### src/rtl/fsd_pkg.sv
`timescale 1ns / 1ps

package fsd_pkg;

  // pattern capacity and derived widths
  localparam int MaxPattern = 64;
  localparam int CostW      = $clog2(MaxPattern + 1);
  localparam int IdxW       = $clog2(MaxPattern);
  localparam int SymW       = 8;

  // transaction codes
  typedef enum logic [1:0] {
    ACT_CLEAR  = 2'd0,
    ACT_APPEND = 2'd1,
    ACT_TEXT   = 2'd2,
    ACT_FINISH = 2'd3
  } act_e;

  // text transaction travelling down the row of cells
  typedef struct packed {
    logic             vld;
    logic [SymW-1:0]  sym;
    logic [CostW-1:0] exact;  // cost with last pattern char matched, from left neighbor
    logic [CostW-1:0] diag;   // left neighbor's column entry before this char
    logic [CostW-1:0] res;    // full-pattern cost, captured at the last pattern cell
  } tok_t;

  // control broadcast to every cell
  typedef struct packed {
    logic             restart;
    logic             append;
    logic [SymW-1:0]  sym;
    logic [CostW-1:0] len;
  } ctl_t;

  // increment that saturates at the pattern capacity
  function automatic logic [CostW-1:0] sat_inc(input logic [CostW-1:0] x);
    logic [CostW-1:0] r;
    if (x >= CostW'(MaxPattern)) r = CostW'(MaxPattern);
    else r = x + 1'b1;
    return r;
  endfunction

endpackage

### src/rtl/fsd_cell.sv
`timescale 1ns / 1ps

module fsd_cell import fsd_pkg::*; (
  input  logic             clk_i,
  input  logic             rst_ni,
  input  logic [CostW-1:0] idx_i,
  input  ctl_t             ctl_i,
  input  tok_t             tok_i,
  output tok_t             tok_o
);

  logic [SymW-1:0]  pat_q;
  logic [CostW-1:0] col_q, col_d;
  logic             col_vld_q;
  logic [CostW-1:0] col;
  logic [CostW-1:0] m;
  logic [CostW-1:0] cand;
  logic             vld_q;
  logic [SymW-1:0]  sym_q;
  logic [CostW-1:0] exact_q;
  logic [CostW-1:0] diag_q;
  logic [CostW-1:0] res_q;

  // column entry reads as its index until first written after a restart
  assign col = col_vld_q ? col_q : idx_i;

  // cost of prefix ending in a match, and new column entry
  always_comb begin
    m = sat_inc(tok_i.exact);
    if (pat_q == tok_i.sym && tok_i.diag < m) m = tok_i.diag;
    cand = sat_inc(col);
    if (m < cand) cand = m;
    if (idx_i < cand) cand = idx_i;
    col_d = cand;
  end

  // pattern char of this cell, written when it is the next free slot
  always_ff @(posedge clk_i) begin
    if (ctl_i.append && ctl_i.len == idx_i - 1'b1) begin
      pat_q <= ctl_i.sym;
    end
  end

  // column entry and hand-off register to the right neighbor
  always_ff @(posedge clk_i or negedge rst_ni) begin
    if (!rst_ni) begin
      col_vld_q <= 1'b0;
      vld_q     <= 1'b0;
    end else if (ctl_i.restart) begin
      col_vld_q <= 1'b0;
      vld_q     <= 1'b0;
    end else begin
      vld_q <= tok_i.vld;
      if (tok_i.vld) begin
        col_vld_q <= 1'b1;
      end
    end
  end

  always_ff @(posedge clk_i) begin
    if (tok_i.vld) begin
      col_q   <= col_d;
      sym_q   <= tok_i.sym;
      exact_q <= m;
      diag_q  <= col;
      res_q   <= (idx_i == ctl_i.len) ? m : tok_i.res;
    end
  end

  assign tok_o = '{vld: vld_q, sym: sym_q, exact: exact_q, diag: diag_q, res: res_q};

endmodule

### config.mk
export PLATFORM = sky130hd
export DESIGN_NAME = fsd_cell
export DESIGN_NICKNAME = d
export VERILOG_FILES = /design/src/rtl/fsd_pkg.sv /design/src/rtl/fsd_cell.sv
export SDC_FILE = /design/constraint.sdc
export NUM_CORES = 1
export LEC_CHECK = 0
export BUFFER_PORTS_ARGS = -buffer_cell sky130_fd_sc_hd__buf_2
export CAP_MARGIN = 20
export CORE_MARGIN = 5
export CORE_UTILIZATION = 56
export DETAILED_ROUTE_END_ITERATION = 10
export GPL_ROUTABILITY_DRIVEN = 0
export PLACE_DENSITY = 0.86
export SLEW_MARGIN = 20
export SYNTH_ARGS = -nofsm -noshare
export SYNTH_HDL_FRONTEND = slang
export SYNTH_SLANG_ARGS = --single-unit
### constraint.sdc
create_clock -name clk_i -period 14.2 [get_ports clk_i]
set_input_delay 2.84 -clock clk_i [delete_from_list [all_inputs] [get_ports clk_i]]
set_output_delay 2.84 -clock clk_i [all_outputs]
set_load 0.01 [all_outputs]
# Word-level counts from Yosys, hierarchy flattened

Cells that the tools add are included.

Add/subtract/negate cells: 3
$lt $le $gt $ge: 5
Equal/unequal tests: 3
Multiplexer cells: 10
Reduce and logical (&&, ||, !) cells: 3

Operator list:

| kind                                                     | number |
|---|---|
| two-way mux 7 bit                                        | 7 |
| < comparator 7 bit                                       | 3 |
| adder 7 x 1 -> 7 bit, second input constant              | 2 |
| equality test 7 bit                                      | 2 |
| greater-or-equal comparator 7 bit, second input constant | 2 |
| equality test 8 bit                                      | 1 |
| subtractor 7 x 1 -> 7 bit, second input constant         | 1 |
| two-way mux 1 bit                                        | 3 |
| logical AND 1 bit                                        | 2 |
| nonzero test 2 bit                                       | 1 |

Register bits after elaboration: 46
Bits of input ports: 56
Output and inout bits: 30
Logic and storage cells: 32

# Logic depth before layout (Yosys ltp)

Word-level depth: 9
Mapped depth: 27
Gate-level depth less buffers: 26

# Worst setup path after synthesis

Ideal clock, no wire load.

Kind: input to register
Start: input tok_i[14] (netlist bit)
End: register col_q[5], data pin
Setup time: 262 ps
Data arrival time: 7725 ps
Required time: 13938 ps
Slack: 6213 ps
Cell stages on the path: 24
Buffers on the path: 1
Path through: ha_1 and3_1 xor2_1 nand2b_1 ha_1 a21oi_1 o211ai_2 nor3_4 nand2_1 mux2i_1 inv_1 ha_1 o21ai_0 a21oi_1 a21boi_0 a41o_1 a211o_1 buf_6 mux2_4 ha_1 a2111oi_0 o2111ai_2 nand2_2 mux2_1

Cells in the longest elaborated chain, start to end: 9
Elaborated cells between the ends (all ways): 10
Those cells by class: add/sub: 1; order compare: 4; mux: 4; reduce/logical: 1

Ends and longest elaborated chain:

| element                                                                          | line                         | text |
|---|---|---|
| start, declared                                                                  | fsd_cell.sv:8                | `input tok_t tok_i,` |
| adder 7 x 1 -> 7 bit / greater-or-equal comparator 7 bit (equally long branches) | fsd_pkg.sv:40, fsd_pkg.sv:39 |  |
| two-way mux 7 bit *                                                              | fsd_pkg.sv:39                | `if (x >= CostW'(MaxPattern)) r = CostW'(MaxPattern);` |
| < comparator 7 bit                                                               | fsd_cell.sv:30               | `if (pat_q == tok_i.sym && tok_i.diag < m) m = tok_i.diag;` |
| logical AND 1 bit                                                                | fsd_cell.sv:30               |  |
| two-way mux 7 bit *                                                              | fsd_cell.sv:30               |  |
| via m[2]                                                                         | fsd_cell.sv:16               | `logic [CostW-1:0] m;` |
| < comparator 7 bit                                                               | fsd_cell.sv:32               | `if (m < cand) cand = m;` |
| two-way mux 7 bit *                                                              | fsd_cell.sv:32               |  |
| < comparator 7 bit                                                               | fsd_cell.sv:33               | `if (idx_i < cand) cand = idx_i;` |
| two-way mux 7 bit *                                                              | fsd_cell.sv:33               |  |
| via cand[5]                                                                      | fsd_cell.sv:17               | `logic [CostW-1:0] cand;` |
| end signal, assigned                                                             | fsd_cell.sv:62               | `col_q <= col_d;` |
| end, declared                                                                    | fsd_cell.sv:13               | `logic [CostW-1:0] col_q, col_d;` |

The timed path passes the listed nets; every way through them passes the cells marked *.
A chain may end at the register's enable or synchronous reset.

# Worst setup path in the final report

Ends and elaborated chain as after synthesis.

==> summary.md <==
| Metric | Value |
|---|---|
| Worst slew margin | 40.6% |
| Synth top area share | 45.2% |
| Max-cap viol count | 0 |
| First-pass GRT wire length | 10600 um |
| Power Density | 104 nW/um^2 |
| Post-route cell area | 3530 um^2 |
| WS Path Type | input pin to flip-flop |
| Dpl cells | 398 |
| Fmax | 115 MHz |
| CTS buffer count | 5 |
| Period utilisation layout | 61.4% |
| Setup bufs post-CTS | 0 |
| Post-placement setup slack | 5290 ps |
| Worst-Margin Slew | 889 ps |
| CTS sink cnt | 46 |
| # IOs | 86 |
| Root Buffer | clkbuf_8 |
| Ys async rst share | 4.35% |
| Worst Path Max Fanout | 7 |
| Static Leakage | 1.59 nW |
| CP required | 14260 ps |
| Area Growth Syn to Fin | 20.8% |
| Finished Layout Cells | 406 |
| Hpwl dp | 5160 um |
| Vias in the first global route | 2264 |
| Num rows | 26 |
| GRT Residual Overflow | 0 |
| Tmin final | 8710 ps |
| Final Hold Fails | 0 |
| Initial core utilization | 57.6% |
| Syn_nets | 326 |
| RSZ-0062 raised after global routing | no |
| Crit end category | flip-flop |
| Status | complete, no violations |
| Yosys cell types | 53 |
| Mapped Area | 2920 um^2 |
| Clock Pin Slew Worst Setup and Hold Paths | 90 ps |
| Post-synthesis sequential area ratio | 46.9% |
| EDFF count, synth | 44 |
| Layout Nets | 414 |
| Hold_ws | 610 ps |
| Final Util | 69.6% |
| Max VDD drop | 0.0000659 V |
| Die area | 6760 um^2 |
| Final wirelength | 6400 um |
| Critical path data arrival time | 8770 ps |
| Core Region | 5070 um^2 |
| Largest net degree at the start of global routing | 39 |
| # hold bufs at CTS | 0 |
| Gr usage total | 20.7% |
| Area leader, netlist | edfxtp_1 |
| WL/cell | 15.8 um |
| Drt pass-1 iters | 7 |
| Worst skew pair latency | 310 ps |
| CTS resizes | 0 |
| Critical path launch point type | input pin |
| Antenna violations before repair | 0 |
| Total power | 367 uW |
| Post-route ant nets | 0 |
| Slew Viols, Final | 0 |
| Synth area leaders | edfxtp_1 45%, ha_1 9.9%, mux2i_1 5.8% |
| Vias | 2200 |
| Share of post-route cells with drive strength above 1 | 33.6% |
| CTS Buffer Depth | 2 |
| Synth Area per Inst | 11.8 um^2 |
| Cell count after synthesis | 247 |
| Die Width | 82.2 um |
| Fill cells | 377 |
| # setup viols final | 0 |
| Initial drt markers | 102 |
| Top-count cell post-synth | edfxtp_1 |
| Leading post-synthesis cells by instance count | 44 x edfxtp_1, 24 x inv_1, 23 x ha_1 |
| Vias per Instance | 5.42 |
| Worst Skew | 13.2 ps |
| Die Y | 82.2 um |
| Synth Register Bits | 46 |
| Final worst setup slack | 5490 ps |
| DR DRC count | 0 |
| Most used flip-flop cell after synthesis | edfxtp_1 |
| Setup TNS | 0 ps |
| TritonCTS clock tree | built |
| Placed Area | 3410 um^2 |
| Diodes inserted | 0 |
| Hold WC Path Type | flip-flop to flip-flop |
| Synth Warn # | 0 |
| Max H-tree Level | 2 |
| IO Port Bufs | 85 |
registers in the layout (all words and copies together), names as in the netlist:
signal     count
res_q          7
col_vld_q      1
pat_q          8
exact_q        7
vld_q          1
col_q          7
sym_q          8
diag_q         7
critical path, cell delays in order:
cell	delay (ps)
buf_2	120
ha_1	210
and3_1	200
xor2_1	140
nand2b_1	90
ha_1	300
a21oi_1	180
o211ai_2	120
nor3_4	270
nand2_1	280
mux2i_1	430
inv_1	140
ha_1	320
o21ai_0	100
a21oi_1	320
a21boi_0	250
a41o_1	140
a211o_1	320
mux2i_1	260
inv_1	60
ha_1	280
a2111oi_0	600
o2111ai_2	210
nand2_2	230
mux2_1	350
final timing paths:
path                                               to                from  depth (start not counted)  slack (ps)
worst max register to register     col_q[5]$_DFFE_PP_  pat_q[3]$_DFFE_PP_                         19        8600
max in group asynchronous             vld_q$_DFF_PN0_              rst_ni                          1       11800
worst min-delay path              diag_q[1]$_DFFE_PP_  col_q[1]$_DFFE_PP_                          1         610
worst max-delay path               col_q[5]$_DFFE_PP_           tok_i[14]                         25        5490
worst min register to register    diag_q[1]$_DFFE_PP_  col_q[1]$_DFFE_PP_                          1         610
min in group asynchronous       col_vld_q$_DFFE_PN0P_              rst_ni                          1        2310
layout make-up:
class                   instances  area, um^2  share of cell area, %
repair buffers                 85         425                   12.1
multi-input cells             173        1440                   40.8
inverters                      24        90.1                   2.55
flip-flops and latches         46        1370                   38.9
clock buffers                   5        68.8                   1.95
well taps                      70        87.6                   2.48
clock inverters                 3        47.5                   1.35
kinds of logic (layout without fill, tap and decap cells):
logic type	count (synthesis)	in the layout	share of synthesized area (%)
AO/OA/AOI/OAI	42	42	10.4
XOR/XNOR	24	24	7.45
adder cells (fa/ha/maj)	23	23	9.85
buffers and inverters	28	117	4.03
flip-flops	46	46	46.9
multiplexers	29	29	10.7
AND/OR/NAND/NOR	55	55	10.6
cells in the final DEF, fill, tap and decap left out, drive strengths merged, types with 5 or more instances in the layout:
master,n
buf,85
edfxtp,44
inv,26
ha,23
xnor2,20
mux2i,17
nor2,12
nand2,12
mux2,12
a21oi,11
o21ai,11
nand3,6
nand2b,5
clkbuf,5
metal layers:
metal	routed length (um)	up-vias	global-route usage (%)
li1	-	1080	-
met1	2740	1026	25.9
met2	3160	79	35.9
met3	344	15	3.15
met4	158	0	7.64
met5	0	-	0
where the power goes:
part	switching [mW]	internal, mW	total (mW)
sequential	0.00335	0.163	0.167
clock	0.0464	0.0537	0.100
combinational	0.0557	0.0443	0.100
total	0.105	0.261	0.367
No activity file was read; power rests on OpenSTA's default activity.
